## config.mk

```make
export PLATFORM = sky130hd
export DESIGN_NAME = static_arp_table_unit
export DESIGN_NICKNAME = d
export VERILOG_FILES = /design/src/hdl/satu_pkg.sv /design/src/hdl/satu_ram.sv /design/src/hdl/satu_flags.sv /design/src/hdl/satu_ctrl.sv /design/src/hdl/static_arp_table_unit.sv
export VERILOG_INCLUDE_DIRS = /design/src /design/src/hdl
export SDC_FILE = /design/constraint.sdc
export NUM_CORES = 1
export LEC_CHECK = 0
export ABC_CLOCK_PERIOD_IN_PS = 7920
export BUFFER_PORTS_ARGS = -buffer_cell sky130_fd_sc_hd__buf_2
export CORE_ASPECT_RATIO = 0.6
export CORE_MARGIN = 2
export CORE_UTILIZATION = 26
export CTS_CLUSTER_DIAMETER = 100
export DETAILED_ROUTE_END_ITERATION = 12
export GPL_TIMING_DRIVEN = 0
export HOLD_SLACK_MARGIN = 0.03
export PLACE_DENSITY = 0.53
export SLEW_MARGIN = 10
export SYNTH_ARGS = -nofsm -noshare
export SYNTH_HDL_FRONTEND = slang
export SYNTH_SLANG_ARGS = --single-unit
```

## constraint.sdc

```tcl
create_clock -name clk -period 7.92 [get_ports clk]
set_input_delay 1.188 -clock clk [delete_from_list [all_inputs] [get_ports clk]]
set_output_delay 1.188 -clock clk [all_outputs]
set_load 0.02 [all_outputs]
```

## src/hdl/static_arp_table_unit_macros.svh

```systemverilog
// Assertion macros used by the static ARP table sequencer (satu_ctrl).
// No dependencies; the using module must have signals clk and rst.
`ifndef STATIC_ARP_TABLE_UNIT_MACROS_SVH
`define STATIC_ARP_TABLE_UNIT_MACROS_SVH

// Same-cycle implication, checked out of reset.
`define SATU_ASSERT_IMP(label, ante, cons, msg) \
  label: assert property (@(posedge clk) disable iff (rst) (ante) |-> (cons)) \
    else $error(msg);

// Next-cycle implication, checked out of reset.
`define SATU_ASSERT_NEXT(label, ante, cons, msg) \
  label: assert property (@(posedge clk) disable iff (rst) (ante) |=> (cons)) \
    else $error(msg);

`endif

```

## src/hdl/satu_pkg.sv

```systemverilog
// Shared types and constants for the static ARP table unit.
// No dependencies.
`default_nettype none

package satu_pkg;

  localparam int CMD_W    = 2;
  localparam int IP_W     = 32;
  localparam int MAC_W    = 48;
  localparam int STATUS_W = 3;
  localparam int ENTRY_W  = IP_W + MAC_W;

  typedef enum logic [CMD_W-1:0] {
    CMD_ADD    = 2'd0,
    CMD_DELETE = 2'd1,
    CMD_CLEAR  = 2'd2,
    CMD_WALK   = 2'd3
  } cmd_t;

  typedef enum logic [STATUS_W-1:0] {
    ST_OK      = 3'd0,
    ST_PRESENT = 3'd1,
    ST_FULL    = 3'd2,
    ST_ABSENT  = 3'd3,
    ST_ENTRY   = 3'd4
  } status_t;

  typedef struct packed {
    logic             strobe;
    status_t          status;
    logic [IP_W-1:0]  ip;
    logic [MAC_W-1:0] mac;
    logic             last;
  } res_t;

endpackage

`default_nettype wire

```

## src/hdl/satu_ram.sv

```systemverilog
// Generic single-port-write, single-port-read RAM with registered read.
// No dependencies.
`default_nettype none

module satu_ram #(
  parameter int WIDTH = 8,
  parameter int DEPTH = 16,
  localparam int ADDR_W = (DEPTH > 1) ? $clog2(DEPTH) : 1
) (
  input  wire logic              clk,
  input  wire logic              we,
  input  wire logic [ADDR_W-1:0] waddr,
  input  wire logic [WIDTH-1:0]  wdata,
  input  wire logic              re,
  input  wire logic [ADDR_W-1:0] raddr,
  output logic      [WIDTH-1:0]  rdata
);

  logic [WIDTH-1:0] mem [DEPTH];

  always_ff @(posedge clk) begin
    if (we) begin
      mem[waddr] <= wdata;
    end
    if (re) begin
      rdata <= mem[raddr];
    end
  end

endmodule

`default_nettype wire

```

## src/hdl/satu_flags.sv

```systemverilog
// Valid marks of the table slots, one flip-flop per slot, cleared on reset.
// No dependencies.
`default_nettype none

module satu_flags #(
  parameter int DEPTH = 16,
  localparam int IDX_W = (DEPTH > 1) ? $clog2(DEPTH) : 1
) (
  input  wire logic             clk,
  input  wire logic             rst,
  input  wire logic             set_en,
  input  wire logic             clr_en,
  input  wire logic [IDX_W-1:0] idx,
  output logic      [DEPTH-1:0] flags
);

  always_ff @(posedge clk) begin
    if (rst) begin
      flags <= '0;
    end else begin
      if (set_en) begin
        flags[idx] <= 1'b1;
      end
      if (clr_en) begin
        flags[idx] <= 1'b0;
      end
    end
  end

endmodule

`default_nettype wire

```

## src/hdl/satu_ctrl.sv

```systemverilog
// Command sequencer: sweeps the entry RAM, compares, and issues results.
// Depends on satu_pkg and static_arp_table_unit_macros.svh.
`default_nettype none
`include "static_arp_table_unit_macros.svh"

module satu_ctrl
  import satu_pkg::*;
#(
  parameter int TABLE_DEPTH = 16,
  localparam int IDX_W = (TABLE_DEPTH > 1) ? $clog2(TABLE_DEPTH) : 1
) (
  input  wire logic                   clk,
  input  wire logic                   rst,
  input  wire logic                   start,
  output logic                        busy,
  input  wire logic [CMD_W-1:0]       cmd,
  input  wire logic [IP_W-1:0]        ip_addr,
  input  wire logic [MAC_W-1:0]       mac_addr,
  input  wire logic [IP_W-1:0]        net_mask,
  input  wire logic [TABLE_DEPTH-1:0] flags,
  output logic                        flag_set,
  output logic                        flag_clr,
  output logic      [IDX_W-1:0]       flag_idx,
  output logic                        ram_re,
  output logic      [IDX_W-1:0]       ram_raddr,
  input  wire logic [ENTRY_W-1:0]     ram_rdata,
  output logic                        ram_we,
  output logic      [IDX_W-1:0]       ram_waddr,
  output logic      [ENTRY_W-1:0]     ram_wdata,
  output res_t                        res
);

  localparam int CNT_W = $clog2(TABLE_DEPTH + 1);

  typedef enum logic [2:0] {
    S_IDLE   = 3'b001,
    S_SCAN   = 3'b010,
    S_FINISH = 3'b100
  } state_t;

  state_t           state, state_next;
  logic [CNT_W-1:0] rd_cnt;
  logic             p1_vld;
  logic             p1_end;
  logic [IDX_W-1:0] p1_idx;
  cmd_t             cmd_q;
  logic [IP_W-1:0]  ip_q;
  logic [MAC_W-1:0] mac_q;
  logic [IP_W-1:0]  mask_q;
  logic             found, found_next;
  logic [IDX_W-1:0] match_idx, match_idx_next;
  logic             free_found, free_found_next;
  logic [IDX_W-1:0] free_idx, free_idx_next;
  logic             accept;
  logic             hit_v;
  logic [IP_W-1:0]  hit_ip;
  logic [MAC_W-1:0] hit_mac;

  assign busy      = (state != S_IDLE);
  assign accept    = start && (state == S_IDLE);
  assign ram_re    = (state == S_SCAN) && (rd_cnt < CNT_W'(TABLE_DEPTH));
  assign ram_raddr = rd_cnt[IDX_W-1:0];
  assign ram_waddr = free_idx;
  assign ram_wdata = {ip_q, mac_q};
  assign hit_ip    = ram_rdata[ENTRY_W-1:MAC_W];
  assign hit_mac   = ram_rdata[MAC_W-1:0];
  assign hit_v     = flags[p1_idx];

  always_comb begin
    state_next      = state;
    found_next      = found;
    match_idx_next  = match_idx;
    free_found_next = free_found;
    free_idx_next   = free_idx;
    flag_set        = 1'b0;
    flag_clr        = 1'b0;
    flag_idx        = p1_idx;
    ram_we          = 1'b0;
    res             = '0;
    case (state)
      S_IDLE: begin
        if (start) begin
          state_next = S_SCAN;
        end
      end
      S_SCAN: begin
        if (p1_vld) begin
          case (cmd_q)
            CMD_ADD: begin
              if (hit_v && (hit_ip == ip_q)) begin
                found_next = 1'b1;
              end
              if (!hit_v && !free_found) begin
                free_found_next = 1'b1;
                free_idx_next   = p1_idx;
              end
            end
            CMD_DELETE: begin
              if (hit_v && (hit_ip == ip_q) && !found) begin
                found_next     = 1'b1;
                match_idx_next = p1_idx;
              end
            end
            CMD_CLEAR: begin
              if (hit_v) begin
                res.strobe = 1'b1;
                res.status = ST_ENTRY;
                res.ip     = hit_ip;
                res.mac    = hit_mac;
                flag_clr   = 1'b1;
              end
            end
            CMD_WALK: begin
              if (hit_v && (((hit_ip ^ ip_q) & mask_q) == '0)) begin
                res.strobe = 1'b1;
                res.status = ST_ENTRY;
                res.ip     = hit_ip;
                res.mac    = hit_mac;
              end
            end
            default: begin
            end
          endcase
          if (p1_end) begin
            state_next = S_FINISH;
          end
        end
      end
      S_FINISH: begin
        res.strobe = 1'b1;
        res.last   = 1'b1;
        res.status = ST_OK;
        case (cmd_q)
          CMD_ADD: begin
            flag_idx = free_idx;
            if (found) begin
              res.status = ST_PRESENT;
            end else if (!free_found) begin
              res.status = ST_FULL;
            end else begin
              ram_we   = 1'b1;
              flag_set = 1'b1;
            end
          end
          CMD_DELETE: begin
            flag_idx = match_idx;
            if (found) begin
              flag_clr = 1'b1;
            end else begin
              res.status = ST_ABSENT;
            end
          end
          default: begin
          end
        endcase
        state_next = S_IDLE;
      end
      default: begin
        state_next = S_IDLE;
      end
    endcase
  end

  always_ff @(posedge clk) begin
    if (rst) begin
      state      <= S_IDLE;
      rd_cnt     <= '0;
      p1_vld     <= 1'b0;
      found      <= 1'b0;
      free_found <= 1'b0;
    end else begin
      state  <= state_next;
      p1_vld <= ram_re;
      if (accept) begin
        rd_cnt     <= '0;
        found      <= 1'b0;
        free_found <= 1'b0;
      end else begin
        found      <= found_next;
        free_found <= free_found_next;
        if (ram_re) begin
          rd_cnt <= rd_cnt + CNT_W'(1);
        end
      end
    end
  end

  always_ff @(posedge clk) begin
    p1_idx    <= ram_raddr;
    p1_end    <= (rd_cnt == CNT_W'(TABLE_DEPTH - 1));
    match_idx <= match_idx_next;
    free_idx  <= free_idx_next;
    if (accept) begin
      cmd_q  <= cmd_t'(cmd);
      ip_q   <= ip_addr;
      mac_q  <= mac_addr;
      mask_q <= net_mask;
    end
  end

  `SATU_ASSERT_IMP(a_no_res_idle, res.strobe, state != S_IDLE, "result issued while idle")
  `SATU_ASSERT_NEXT(a_finish_ends, state == S_FINISH, state == S_IDLE, "finish did not end")
  `SATU_ASSERT_IMP(a_we_no_read, ram_we, !ram_re && cmd_q == CMD_ADD, "write during sweep")
  `SATU_ASSERT_NEXT(a_start_busy, accept, busy, "accepted request did not raise busy")

endmodule

`default_nettype wire

```

## src/hdl/static_arp_table_unit.sv

```systemverilog
// Top level of the static ARP table unit: entry RAM, valid marks, sequencer
// and result register. Depends on satu_pkg, satu_ram, satu_flags, satu_ctrl.
`default_nettype none

// A table of TABLE_DEPTH static IPv4-to-MAC entries. A request is taken when
// start is high and busy is low; busy then stays high until the request is
// done, and no new request is taken before then. The length of a request is
// set by the sweep of the entry RAM, one slot read per cycle through its
// single read port, followed by a finish state that issues the closing result.
// Every request sweeps the whole table, whatever its command. Results come
// out on strobe, one per cycle at most, and stay on the ports for exactly one
// cycle: the receiver cannot stall, so capture each one when strobe is high.
// Entry reports of clear and walk follow in slot order, lowest first, and the
// last result of every request carries last = 1. The final result of a
// request is on the ports in the same cycle in which busy falls. Valid marks
// clear on reset at once; the IP and MAC storage needs no clearing pass.
module static_arp_table_unit
  import satu_pkg::*;
#(
  parameter int TABLE_DEPTH = 16
) (
  input  wire logic                clk,
  input  wire logic                rst,
  input  wire logic                start,
  output logic                     busy,
  input  wire logic [CMD_W-1:0]    cmd,
  input  wire logic [IP_W-1:0]     ip_addr,
  input  wire logic [MAC_W-1:0]    mac_addr,
  input  wire logic [IP_W-1:0]     net_mask,
  output logic                     strobe,
  output logic      [STATUS_W-1:0] status,
  output logic      [IP_W-1:0]     entry_ip,
  output logic      [MAC_W-1:0]    entry_mac,
  output logic                     last
);

  localparam int IDX_W = (TABLE_DEPTH > 1) ? $clog2(TABLE_DEPTH) : 1;

  logic [TABLE_DEPTH-1:0] flags;
  logic                   flag_set;
  logic                   flag_clr;
  logic [IDX_W-1:0]       flag_idx;
  logic                   ram_re;
  logic [IDX_W-1:0]       ram_raddr;
  logic [ENTRY_W-1:0]     ram_rdata;
  logic                   ram_we;
  logic [IDX_W-1:0]       ram_waddr;
  logic [ENTRY_W-1:0]     ram_wdata;
  res_t                   res;
  res_t                   res_q;

  // IP in the upper bits, MAC in the lower bits of each word.
  satu_ram #(
    .WIDTH (ENTRY_W),
    .DEPTH (TABLE_DEPTH)
  ) u_ram (
    .clk   (clk),
    .we    (ram_we),
    .waddr (ram_waddr),
    .wdata (ram_wdata),
    .re    (ram_re),
    .raddr (ram_raddr),
    .rdata (ram_rdata)
  );

  // Valid marks live in flip-flops so that reset empties the table at once.
  satu_flags #(
    .DEPTH (TABLE_DEPTH)
  ) u_flags (
    .clk    (clk),
    .rst    (rst),
    .set_en (flag_set),
    .clr_en (flag_clr),
    .idx    (flag_idx),
    .flags  (flags)
  );

  // Sweep the RAM, compare each slot, and form each result.
  satu_ctrl #(
    .TABLE_DEPTH (TABLE_DEPTH)
  ) u_ctrl (
    .clk       (clk),
    .rst       (rst),
    .start     (start),
    .busy      (busy),
    .cmd       (cmd),
    .ip_addr   (ip_addr),
    .mac_addr  (mac_addr),
    .net_mask  (net_mask),
    .flags     (flags),
    .flag_set  (flag_set),
    .flag_clr  (flag_clr),
    .flag_idx  (flag_idx),
    .ram_re    (ram_re),
    .ram_raddr (ram_raddr),
    .ram_rdata (ram_rdata),
    .ram_we    (ram_we),
    .ram_waddr (ram_waddr),
    .ram_wdata (ram_wdata),
    .res       (res)
  );

  // Register each result onto the ports; hold the strobe for one cycle only.
  always_ff @(posedge clk) begin
    if (rst) begin
      res_q.strobe <= 1'b0;
    end else begin
      res_q.strobe <= res.strobe;
    end
    res_q.status <= res.status;
    res_q.ip     <= res.ip;
    res_q.mac    <= res.mac;
    res_q.last   <= res.last;
  end

  assign strobe    = res_q.strobe;
  assign status    = res_q.status;
  assign entry_ip  = res_q.ip;
  assign entry_mac = res_q.mac;
  assign last      = res_q.last;

endmodule

`default_nettype wire
```

* Word level (Yosys, flattened, before mapping)
Memories as Yosys holds them, arrays and structs flattened. A register that Yosys moved wholly into a read port is not among the register bits. Cells that the tools add are included.
Cells by class: div/mod/pow operators 0, add/subtract/negate cells 1, equality and inequality tests 14, multipliers 0, bitwise operators 5, $lt $le $gt $ge 4, muxes and demuxes 38, shifts and indexed selects 0, reduce and logical (&&, ||, !) cells 19
Operators with widths (number):
- 84-bit 2-to-1 mux | 3
- 84-bit one-hot mux with 2 select lines | 1
- 16-bit 2-to-1 mux | 3
- 32-bit AND | 1
- 32-bit equality test | 1
- 32-bit logical NOT | 1
- 32-bit XOR | 1
- 16-bit AND | 1
- 1-bit 2-to-1 mux | 16
- 16-bit inverter | 1
- 16-bit OR | 1
- 4-bit one-hot mux with 2 select lines | 2
- 3-bit 2-to-1 mux | 4
- 3-bit one-hot mux with 2 select lines | 2
- 4-bit by 5-bit < comparator with 1-bit output (second input constant) | 2
- 2-bit by 1-bit inequality test with 1-bit output (second input constant) | 4
- 4-bit AND reduction | 2
- 1-bit logical AND | 7
- 5-bit by 1-bit adder with 5-bit output (second input constant) | 1
- 5-bit by 4-bit equality test with 1-bit output (second input constant) | 1
- 5-bit < comparator (second input constant) | 1
- 5-bit AND reduction | 1
- 1-bit binary-select mux with 4-bit select | 1
- 1-bit demux with 4-bit select | 1
- 17 further kinds | 22
Word-level totals: bits in latches 0, RAM bits 1280, flip-flop bits (word level) 239, memories kept 1, ROM bits 0, output and inout bits 86, input port bits 117
Memory list:
- u_ram.mem | words 16, bits a word 80, rd ports 1, clocked after Yosys merged registers in 1, wr ports 1, RTL line satu_ram.sv:19 | logic [WIDTH-1:0] mem [DEPTH];

* Logic depth before layout (Yosys ltp)
Gate-level depths: netlist of run 1.
depth in word-level cells 12, mapped depth 9, depth with buffers taken out 6

* Modules after synthesis
From an unflattened synthesis of run 1, not the netlist that was laid out.
Second synthesis, totals: cell total of the unflattened synthesis 2599, area, all modules 58310.9 sq um
By module, submodules not included:
- satu_ram | instances 1, cells an instance 2054, area each 50223.2 sq um
- satu_ctrl | instances 1, cells an instance 393, area each 5740.5 sq um
- static_arp_table_unit | instances 1, cells an instance 86, area each 1715.4 sq um
- satu_flags | instances 1, cells an instance 66, area each 631.9 sq um

* Worst setup path before layout of run 1
Ideal clock, no wire load.
path kind reg-to-reg, from register u_ctrl.cmd_q[1], to memory u_ram.mem[3][0] (netlist name), enable pin, stages on the path, launching flop included 6, setup slack 428 ps, arrival time 6876 ps, path through edfxtp_1 -> or4b_1 -> buf_2 -> nor3_2 -> nand3_1 -> nor3_1
On the way: longest elaborated chain between the ends 5
RTL lines:
- start, declared | RTL line satu_ctrl.sv:46 | cmd_t cmd_q;
- start signal, assigned | RTL line satu_ctrl.sv:194 | cmd_q <= cmd_t'(cmd);
- 2-bit logical NOT | RTL line satu_ctrl.sv:133 | case (cmd_q)
- 1-bit 2-to-1 mux | RTL line satu_ctrl.sv:133
- 1-bit 2-to-1 mux | RTL line satu_ctrl.sv:80 | case (state)
- 1-bit 2-to-1 mux | RTL line satu_ram.sv:22 | if (we) begin
- 1-bit 2-to-1 mux (not written as such) | RTL line satu_ram.sv:23 | mem[waddr] <= wdata;
- end, declared | RTL line satu_ram.sv:19
Every way passes these cells.

* Final worst setup path of run 1
from register u_ctrl.ip_q[28], to register res_q, in the netlist entry_mac[26]
On the way: longest elaborated chain between the ends 6
RTL lines:
- start, declared | RTL line satu_ctrl.sv:47 | logic [IP_W-1:0] ip_q;
- start signal, assigned | RTL line satu_ctrl.sv:195 | ip_q <= ip_addr;
- 32-bit XOR | RTL line satu_ctrl.sv:114 | if (hit_v && (((hit_ip ^ ip_q) & mask_q) == '0)) begin
- 32-bit AND | RTL line satu_ctrl.sv:114
- 32-bit logical NOT | RTL line satu_ctrl.sv:114
- 1-bit logical AND | RTL line satu_ctrl.sv:114
- 84-bit 2-to-1 mux | RTL line satu_ctrl.sv:114
- 84-bit one-hot mux with 2 select lines | RTL line satu_ctrl.sv:88 | case (cmd_q)
- end, declared | RTL line static_arp_table_unit.sv:50 | res_t res_q;
Every way passes these cells. A chain may end at the register's enable or synchronous reset.

==> reports/summary.log, run 1 <==
qor: run_status.run_status finished clean
qor: routing.drt.antenna.violating_nets 0
qor: timing.rsz_0062_raised_after_global_routing false
qor: power_and_ir_drop.vdd.ir_drop.worst 217 uV
qor: timing.timing.slew.headroom 10.5%
qor: timing.tns 0 ns
qor: synth.netlist-cell-type-count 45
qor: clock_network.htree_num_levels 4
qor: timing.postLayoutSetupSlackWorst 3.53 ns
qor: power_and_ir_drop.pwr-share-seq 54.5%
qor: die.design.die.area 229000 sq um
qor: clock_network.tritoncts.num_buffers 162
qor: synth.synthesis.area 58500 sq um
qor: place.gpl.final_weighted_congestion 0.751
qor: routing.post-route-drc-count 0
qor: die.die_y 371 um
qor: layout.fill_cells 21200
qor: die.num_io_pins 203
qor: layout.drive_gt1_share 33.3%
qor: critical_path.critical-path-slowest-cell a221oi_1
qor: critical_path.timing_worst_setup_path_type flop to flop
qor: timing.timing.hold.ws 0.348 ns
qor: power_and_ir_drop.share_clk_of_total_power 44.0%
qor: global_routing.grt_pass1_wl 231000 um
qor: clock_network.tritoncts_clock_tree yes
qor: clock_network.clockRootBuffer clkbuf_16
qor: critical_path.cp_data_required_time 8.52 ns
qor: global_routing.number_of_antenna_violations_at_the_first_check_in_global_routing 23
qor: die.floorplan.core_area 223000 sq um
qor: clock_network.maximum_root_to_sink_buffer_count 3
qor: clock_network.path_clk_slew 0.06 ns
qor: run.cap_viol_max_count 0
qor: place.placement.cell_area 65700 sq um
qor: timing.timing_max_transition_violations_final 0
qor: global_routing.grt.total_usage 14.5%
qor: critical_path.timing.critical_path.to_type flop
qor: die.die_x 616 um
qor: power_and_ir_drop.cellLeakagePower 21.8 nW
qor: routing.met2_length 77000 um
qor: global_routing.grt_overflow_total 0
qor: routing.avgRoutedWirePerCell 27.4 um
qor: place.buffer_ports.inserted 202
qor: place.place_ws 3.50 ns
qor: routing.dr_total_vias 27900
qor: timing.min_period_over_period 55.4%
qor: synth.ys_warn_count 0
qor: synth.synthCells 2499
qor: timing.clock.fmax 228 MHz
qor: routing.top_layer met5
qor: layout.num-nets-final 3111
qor: power_and_ir_drop.internal-power 13.7 mW
qor: global_routing.grt_pass1_vias 28200
qor: min_path.worst_hold_path_type flop to flop
qor: global_routing.pin_count_of_the_biggest_net_entering_global_routing 26
qor: synth.syn_nets 2618
qor: power_and_ir_drop.share_comb_of_total_power 1.4%
qor: routing.drt-pass1-iter-count 6
qor: routing.m1WireLength 73700 um
qor: synth.synth_register_bits 1599
qor: routing.wl 168000 um
qor: place.dpl_hpwl 110000 um
qor: power_and_ir_drop.netSwitchingPower 3.65 mW
qor: timing.final-hold-violation-count 0
qor: timing.worst-slew-pin-transition 1.33 ns
qor: critical_path.kind_of_cell_adding_the_most_delay_to_the_critical_path compound AO/OA/AOI/OAI gates
qor: clock_network.clk_latency 0.81 ns
qor: synth.asyncSetResetFlopFracSynth 0%
qor: routing.route.detailed.vias_per_inst 4.57
qor: die.row_count 134
qor: critical_path.cp-start-kind flop
qor: clock_network.post-cts-setup-buffer-count 0
qor: critical_path.path_max_fanout 17
qor: critical_path.critical_path_buf_inv_count 2
qor: synth.avgSynthCellArea 23.4 sq um
qor: timing.final_period_minus_worst_setup_slack 4.39 ns
qor: power_and_ir_drop.switching_share 21.1%
qor: critical_path.cp_cell_instances xor2_1 > a22o_1 > a221oi_1 > and3_1 > a21oi_4 > buf_16 > clkbuf_2 > nor2_1
qor: timing.final.setup_skew 0.0521 ns
qor: synth.synth_edf_count 1482
qor: routing.drt_iter0_markers 3181
qor: layout.layout_commonest_cell edfxtp_1
qor: clock_network.post_cts_hold_buffer_count 0
qor: clock_network.ctsResizeCount 0
qor: critical_path.crit_path_max_incr_delay 0.87 ns
qor: synth.postSynth.topFlopCell edfxtp_1
qor: power_and_ir_drop.power-per-cell-area 244 nW/um^2
qor: power_and_ir_drop.total_power 17.3 mW
qor: synth.sequential_to_total_area_share_from_yosys_stat 80.1%
qor: layout.syn_to_final_growth 21.2%
qor: critical_path.crit_arrival 5.00 ns
qor: timing.timing.final.setup_violations 0
qor: clock_network.clock_sinks 1599
qor: die.floorplan.initialDensity 26.2%
qor: routing.detailroute.wirelength.met3 11800 um
qor: layout.postLayoutCellArea 70900 sq um
qor: layout.final_cell_mix edfxtp_1, mux4_2, buf_2, clkbuf_16, dfxtp_1
flip-flops by register name, summed over array words and instances, names as in the netlist, 2 cells and up:
signal            cells
u_ram.mem          1280
u_ram.rdata          80
entry_mac            48
u_ctrl.mac_q         48
entry_ip             32
u_ctrl.ip_q          32
u_ctrl.mask_q        32
u_flags.flags        16
u_ctrl.rd_cnt         5
u_ctrl.match_idx      4
u_ctrl.p1_idx         4
u_ctrl.ram_waddr      4
status                3
u_ctrl.state          3
u_ctrl.cmd_q          2
worst reg2reg max path, delay by kind of cell (launching register included):
kind	cells	cell delay (ns)
simple gates	2	1.13
compound gates	3	1.35
xor+xnor	1	0.32
flops	1	0.73
buf+inv	2	0.68
cell type report:
cell class / count / area (sq um) / area share [%]
buffer: 116 / 498 / 0.703
clock buffer: 195 / 4190 / 5.91
inverter: 5 / 18.8 / 0.0265
tap: 2992 / 3740 / 5.28
timing repair buffer: 329 / 3310 / 4.66
clock inverter: 97 / 1020 / 1.44
sequential: 1599 / 46800 / 66.1
multi-input combinational: 779 / 11300 / 15.9
antenna: 3 / 7.51 / 0.0106
synth_stat cells (2+ instances only):
cell / number / area, sq um
edfxtp_1: 1482 / 44500
mux4_2: 400 / 9010
dfxtp_1: 117 / 2340
nor2_1: 104 / 390
nand2_1: 93 / 349
clkbuf_1: 62 / 233
buf_2: 40 / 200
xor2_1: 34 / 298
a21oi_1: 23 / 115
a311oi_1: 16 / 140
buf_1: 14 / 52.6
a22oi_1: 11 / 82.6
mux2i_1: 11 / 110
nand3_1: 11 / 55.1
nor4_1: 8 / 50.1
nor3_1: 7 / 35.0
and3b_1: 6 / 52.6
inv_1: 5 / 18.8
nand3b_1: 5 / 37.5
a21oi_2: 4 / 35.0
nand2b_1: 4 / 25.0
nand4_1: 4 / 25.0
nor2b_1: 4 / 25.0
a221oi_1: 3 / 26.3
and2_1: 3 / 18.8
and3_1: 3 / 18.8
a22o_1: 2 / 17.5
ha_1: 2 / 25.0
nor3_2: 2 / 20.0
nor3b_1: 2 / 15.0
or2_2: 2 / 12.5
xnor2_1: 2 / 17.5
cell families (layout without fill, tap and decap cells):
| family | after synthesis | after routing | synth area share [%] |
|---|---|---|---|
| DFF | 1599 | 1599 | 80.1 |
| muxes | 412 | 412 | 15.6 |
| and+or+nand+nor | 264 | 264 | 2.03 |
| buffers and inverters | 121 | 742 | 0.862 |
| AOI/OAI and AO/OA | 65 | 65 | 0.792 |
| xor gates and xnor gates | 36 | 36 | 0.539 |
| adders and majority gates | 2 | 2 | 0.0428 |
| other | 0 | 3 | 0 |
power by group through the flow:
stage | clock (mW) | sequential [mW] | combinational (mW)
after floorplan | 0 | 9.56 | 0.108
after global placement | 0 | 9.63 | 0.239
after detailed placement | 0 | 9.62 | 0.259
after CTS | 7.81 | 9.44 | 0.260
after global routing | 8.14 | 9.45 | 0.269
final | 7.62 | 9.44 | 0.251
path summary, 6_finish.rpt:
check	start	end	slack, ns	cells after the start
setup / recovery	u_ctrl.ip_q[28]	entry_mac[26]	3.53	8
hold / removal	u_ctrl.rd_cnt[3]	u_ctrl.p1_idx[3]	0.35	0
setup reg to reg	u_ctrl.ip_q[28]	entry_mac[26]	3.53	8
hold reg to reg	u_ctrl.rd_cnt[3]	u_ctrl.p1_idx[3]	0.35	0
layer usage:
metal,GRT usage (%),up-vias
met5,0,-
met4,4.68,6
met3,3.37,230
met2,22.5,1104
met1,20.2,15100
li1,-,11500
per-stage QoR:
stage               utilization [%]  std cells
floorplan                         -       2499
global placement               28.4       5693
detailed placement             29.4       5820
CTS                            31.8       6112
global route                   31.8       6113
finish                         31.8       6115
Power figures use the tool's default switching activity.
==> run 2: changes to the inputs <==
--- a/config.mk
+++ b/config.mk
@@ -6,7 +6,7 @@
 export SDC_FILE = /design/constraint.sdc
 export NUM_CORES = 1
 export LEC_CHECK = 0
-export ABC_CLOCK_PERIOD_IN_PS = 7920
+export ABC_CLOCK_PERIOD_IN_PS = 4000
 export BUFFER_PORTS_ARGS = -buffer_cell sky130_fd_sc_hd__buf_2
 export CORE_ASPECT_RATIO = 0.6
 export CORE_MARGIN = 2
==> constraint.sdc (replaced) <==
create_clock -name clk -period 4 [get_ports clk]
set_input_delay 0.6 -clock clk [delete_from_list [all_inputs] [get_ports clk]]
set_output_delay 0.6 -clock clk [all_outputs]
set_load 0.02 [all_outputs]
==> reports/summary.log, run 2 (synthesis results as in run 1) <==
qor: run_status.run_status finished clean
qor: place.buffer_ports.inserted 202
qor: place.dpl_hpwl 110000 um
qor: critical_path.r2r-start u_ctrl.ip_q[28]
qor: global_routing.number_of_antenna_violations_at_the_first_check_in_global_routing 7
qor: layout.final_cell_mix edfxtp_1, mux4_2, buf_2, clkbuf_16, dfxtp_1
qor: clock_network.path_clk_slew 0.06 ns
qor: critical_path.timing_worst_setup_path_type flop to flop
qor: critical_path.stages_on_the_worst_setup_path 8
qor: critical_path.path_max_fanout 17
qor: layout.top_register u_ram.mem
qor: clock_network.htree_num_levels 4
qor: die.num_io_pins 203
qor: critical_path.worst_setup_path_startpoint u_ctrl.ip_q[28]
qor: critical_path.timing.critical_path.to_type flop
qor: power_and_ir_drop.vdd.ir_drop.worst 373 uV
qor: power_and_ir_drop.share_comb_of_total_power 1.7%
qor: die.die_y 371 um
qor: timing.min_period_over_period 98.4%
qor: routing.drt.antenna.violating_nets 0
qor: global_routing.grt.total_usage 14.4%
qor: critical_path.cp-start-kind flop
qor: critical_path.worst_r2r_endpoint entry_ip[29]
qor: power_and_ir_drop.switching_share 20.7%
qor: critical_path.critical_path_buf_inv_count 2
qor: place.gpl.final_weighted_congestion 0.724
qor: power_and_ir_drop.cellLeakagePower 22.2 nW
qor: routing.drt_iter0_markers 3097
qor: power_and_ir_drop.internal-power 27.4 mW
qor: clock_network.tritoncts_clock_tree yes
qor: timing.final-hold-violation-count 0
qor: critical_path.kind_of_cell_adding_the_most_delay_to_the_critical_path compound AO/OA/AOI/OAI gates
qor: die.floorplan.core_area 223000 sq um
qor: layout.num-nets-final 3196
qor: timing.final.setup_skew 0.0367 ns
qor: global_routing.grt_pass1_vias 28100
qor: critical_path.cp_data_required_time 4.64 ns
qor: layout.final_cells 6206
qor: clock_network.clock_sinks 1599
qor: layout.drive_gt1_share 32.3%
qor: timing.timing.slew.headroom 19.2%
qor: timing.rsz_0062_raised_after_global_routing false
qor: global_routing.pin_count_of_the_biggest_net_entering_global_routing 30
qor: power_and_ir_drop.pwr-share-seq 54.0%
qor: timing.tns 0 ns
qor: timing.clock.fmax 254 MHz
qor: layout.layout_commonest_cell edfxtp_1
qor: die.row_count 134
qor: routing.drt-pass1-iter-count 7
qor: routing.post-route-drc-count 0
qor: layout.layout.core_utilization 32.3%
qor: place.dp.cells 5801
qor: clock_network.clockRootBuffer clkbuf_16
qor: layout.top_regs u_ram.mem: 1280 flops, u_ram.rdata: 80 flops
qor: critical_path.critical-path-slowest-cell edfxtp_1
qor: power_and_ir_drop.share_clk_of_total_power 44.4%
qor: die.die_x 616 um
qor: timing.timing_max_transition_violations_final 0
qor: die.design.die.area 229000 sq um
qor: clock_network.clk_latency 0.82 ns
qor: critical_path.ff2ff_setup_slack 0.06 ns
qor: die.floorplan.initialDensity 26.2%
qor: critical_path.cp_cell_instances xor2_1 > a22o_1 > a221oi_1 > and3_1 > a21oi_2 > buf_8 > clkbuf_2 > nor2_1
qor: timing.final_period_minus_worst_setup_slack 3.94 ns
qor: global_routing.grt_overflow_total 0
qor: critical_path.crit_arrival 4.57 ns
qor: min_path.worst_hold_path_type input pin to flop
qor: layout.syn_to_final_growth 23.2%
qor: routing.route.detailed.vias_per_inst 4.53
qor: timing.worst-slew-pin-transition 1.21 ns
qor: timing.timing.final.setup_violations 0
qor: routing.dr_total_vias 28100
qor: power_and_ir_drop.netSwitchingPower 7.16 mW
qor: global_routing.grt_pass1_wl 230000 um
qor: critical_path.rr_worst_depth 8
qor: routing.avgRoutedWirePerCell 26.8 um
qor: run.cap_viol_max_count 0
qor: critical_path.crit_end entry_ip[29]
qor: critical_path.crit_path_max_incr_delay 0.80 ns
qor: layout.largest_register_ff_count 1280
qor: power_and_ir_drop.power-per-cell-area 480 nW/um^2
qor: clock_network.tritoncts.num_buffers 162
qor: routing.wl 166000 um
qor: clock_network.maximum_root_to_sink_buffer_count 3
[run 2: changes by cell type in the layout (fill, tap and decap cells not counted), moves of 3 or more]
cell           before  now
buf_4              21    1
buf_6              22    2
buf_8               5   30
bufinv_16          14   18
clkbuf_1           86   72
clkbuf_16         162  165
clkbuf_2            9   16
clkinv_1           32   41
clkinv_16           4    0
clkinv_4            7    4
clkinv_8            1    5
dlygate4sd3_1       0  102
nor3_2              4    1
nor3_4              1    4
[run 2: worst min-delay path by stage]
stage                startpoint               end  slack, ns  cells past startpoint
2_1_floorplan  u_ctrl.rd_cnt[3]  u_ctrl.p1_idx[3]       0.33                      0
4_1_cts             mac_addr[1]   u_ctrl.mac_q[1]       0.03                      1
3_3_place_gp   u_ctrl.rd_cnt[3]  u_ctrl.p1_idx[3]       0.34                      0
6_report            mac_addr[0]   u_ctrl.mac_q[0]       0.06                      1
3_5_place_dp   u_ctrl.rd_cnt[3]  u_ctrl.p1_idx[3]       0.35                      0
5_1_grt             mac_addr[0]   u_ctrl.mac_q[0]       0.03                      1
[run 2: per-layer routing]
| metal | track usage [%] | part of all wire, % | vias to the layer above |
|---|---|---|---|
| met1 | 20.4 | 45 | 15200 |
| met5 | 0 | 0.0060 | - |
| met2 | 22.4 | 46 | 1038 |
| met4 | 4.06 | 2.4 | 2 |
| li1 | - | - | 11700 |
| met3 | 3.04 | 6.8 | 201 |
[run 2: what timing repair did]
action | 4_1_cts | 5_1_grt
setup buffers | 0 | 1
pin swaps | 0 | 1
hold buffers | 101 | 1
resized for setup | 11 | 0
hold endpoints to repair | 101 | 1
setup endpoints to repair | 57 | 14
[run 2: worst reg2reg max path, stage by stage (launching register included)]
cell and delay, ns:
edfxtp_1 0.80, xor2_1 0.30, a22o_1 0.29, a221oi_1 0.70
and3_1 0.33, a21oi_2 0.13, buf_8 0.21, clkbuf_2 0.42
nor2_1 0.61
[run 2: per-stage QoR]
stage               power (mW)  hold WS (ns)  cell area, sq um  worst slack (ns)
floorplan                 19.1         0.329             58600             -1.29
global placement          19.5         0.341             63300             -6.98
detailed placement        19.5         0.353             65700            -0.277
CTS                       35.0        0.0305             72000           0.00594
global route              35.7        0.0302             72000            0.0151
finish                    34.6        0.0625             72000            0.0639
[run 2: power groups by stage]
stage | Combinational (mW) | Sequential, mW | Clock, mW
floorplan | 0.214 | 18.9 | 0
global placement | 0.481 | 19.0 | 0
detailed placement | 0.521 | 19.0 | 0
CTS | 0.603 | 18.7 | 15.8
global route | 0.627 | 18.7 | 16.4
finish | 0.582 | 18.7 | 15.3
[run 2: cell type report]
| cell class | instances | area, sq um |
|---|---|---|
| Antenna cell | 2 | 5.00 |
| Buffer | 116 | 513 |
| Clock buffer | 192 | 4240 |
| Clock inverter | 107 | 1080 |
| Fill cell | 21200 | 151000 |
| Inverter | 5 | 18.8 |
| Multi-Input combinational cell | 779 | 11300 |
| Sequential cell | 1599 | 46800 |
| Tap cell | 2992 | 3740 |
| Timing Repair Buffer | 414 | 4300 |
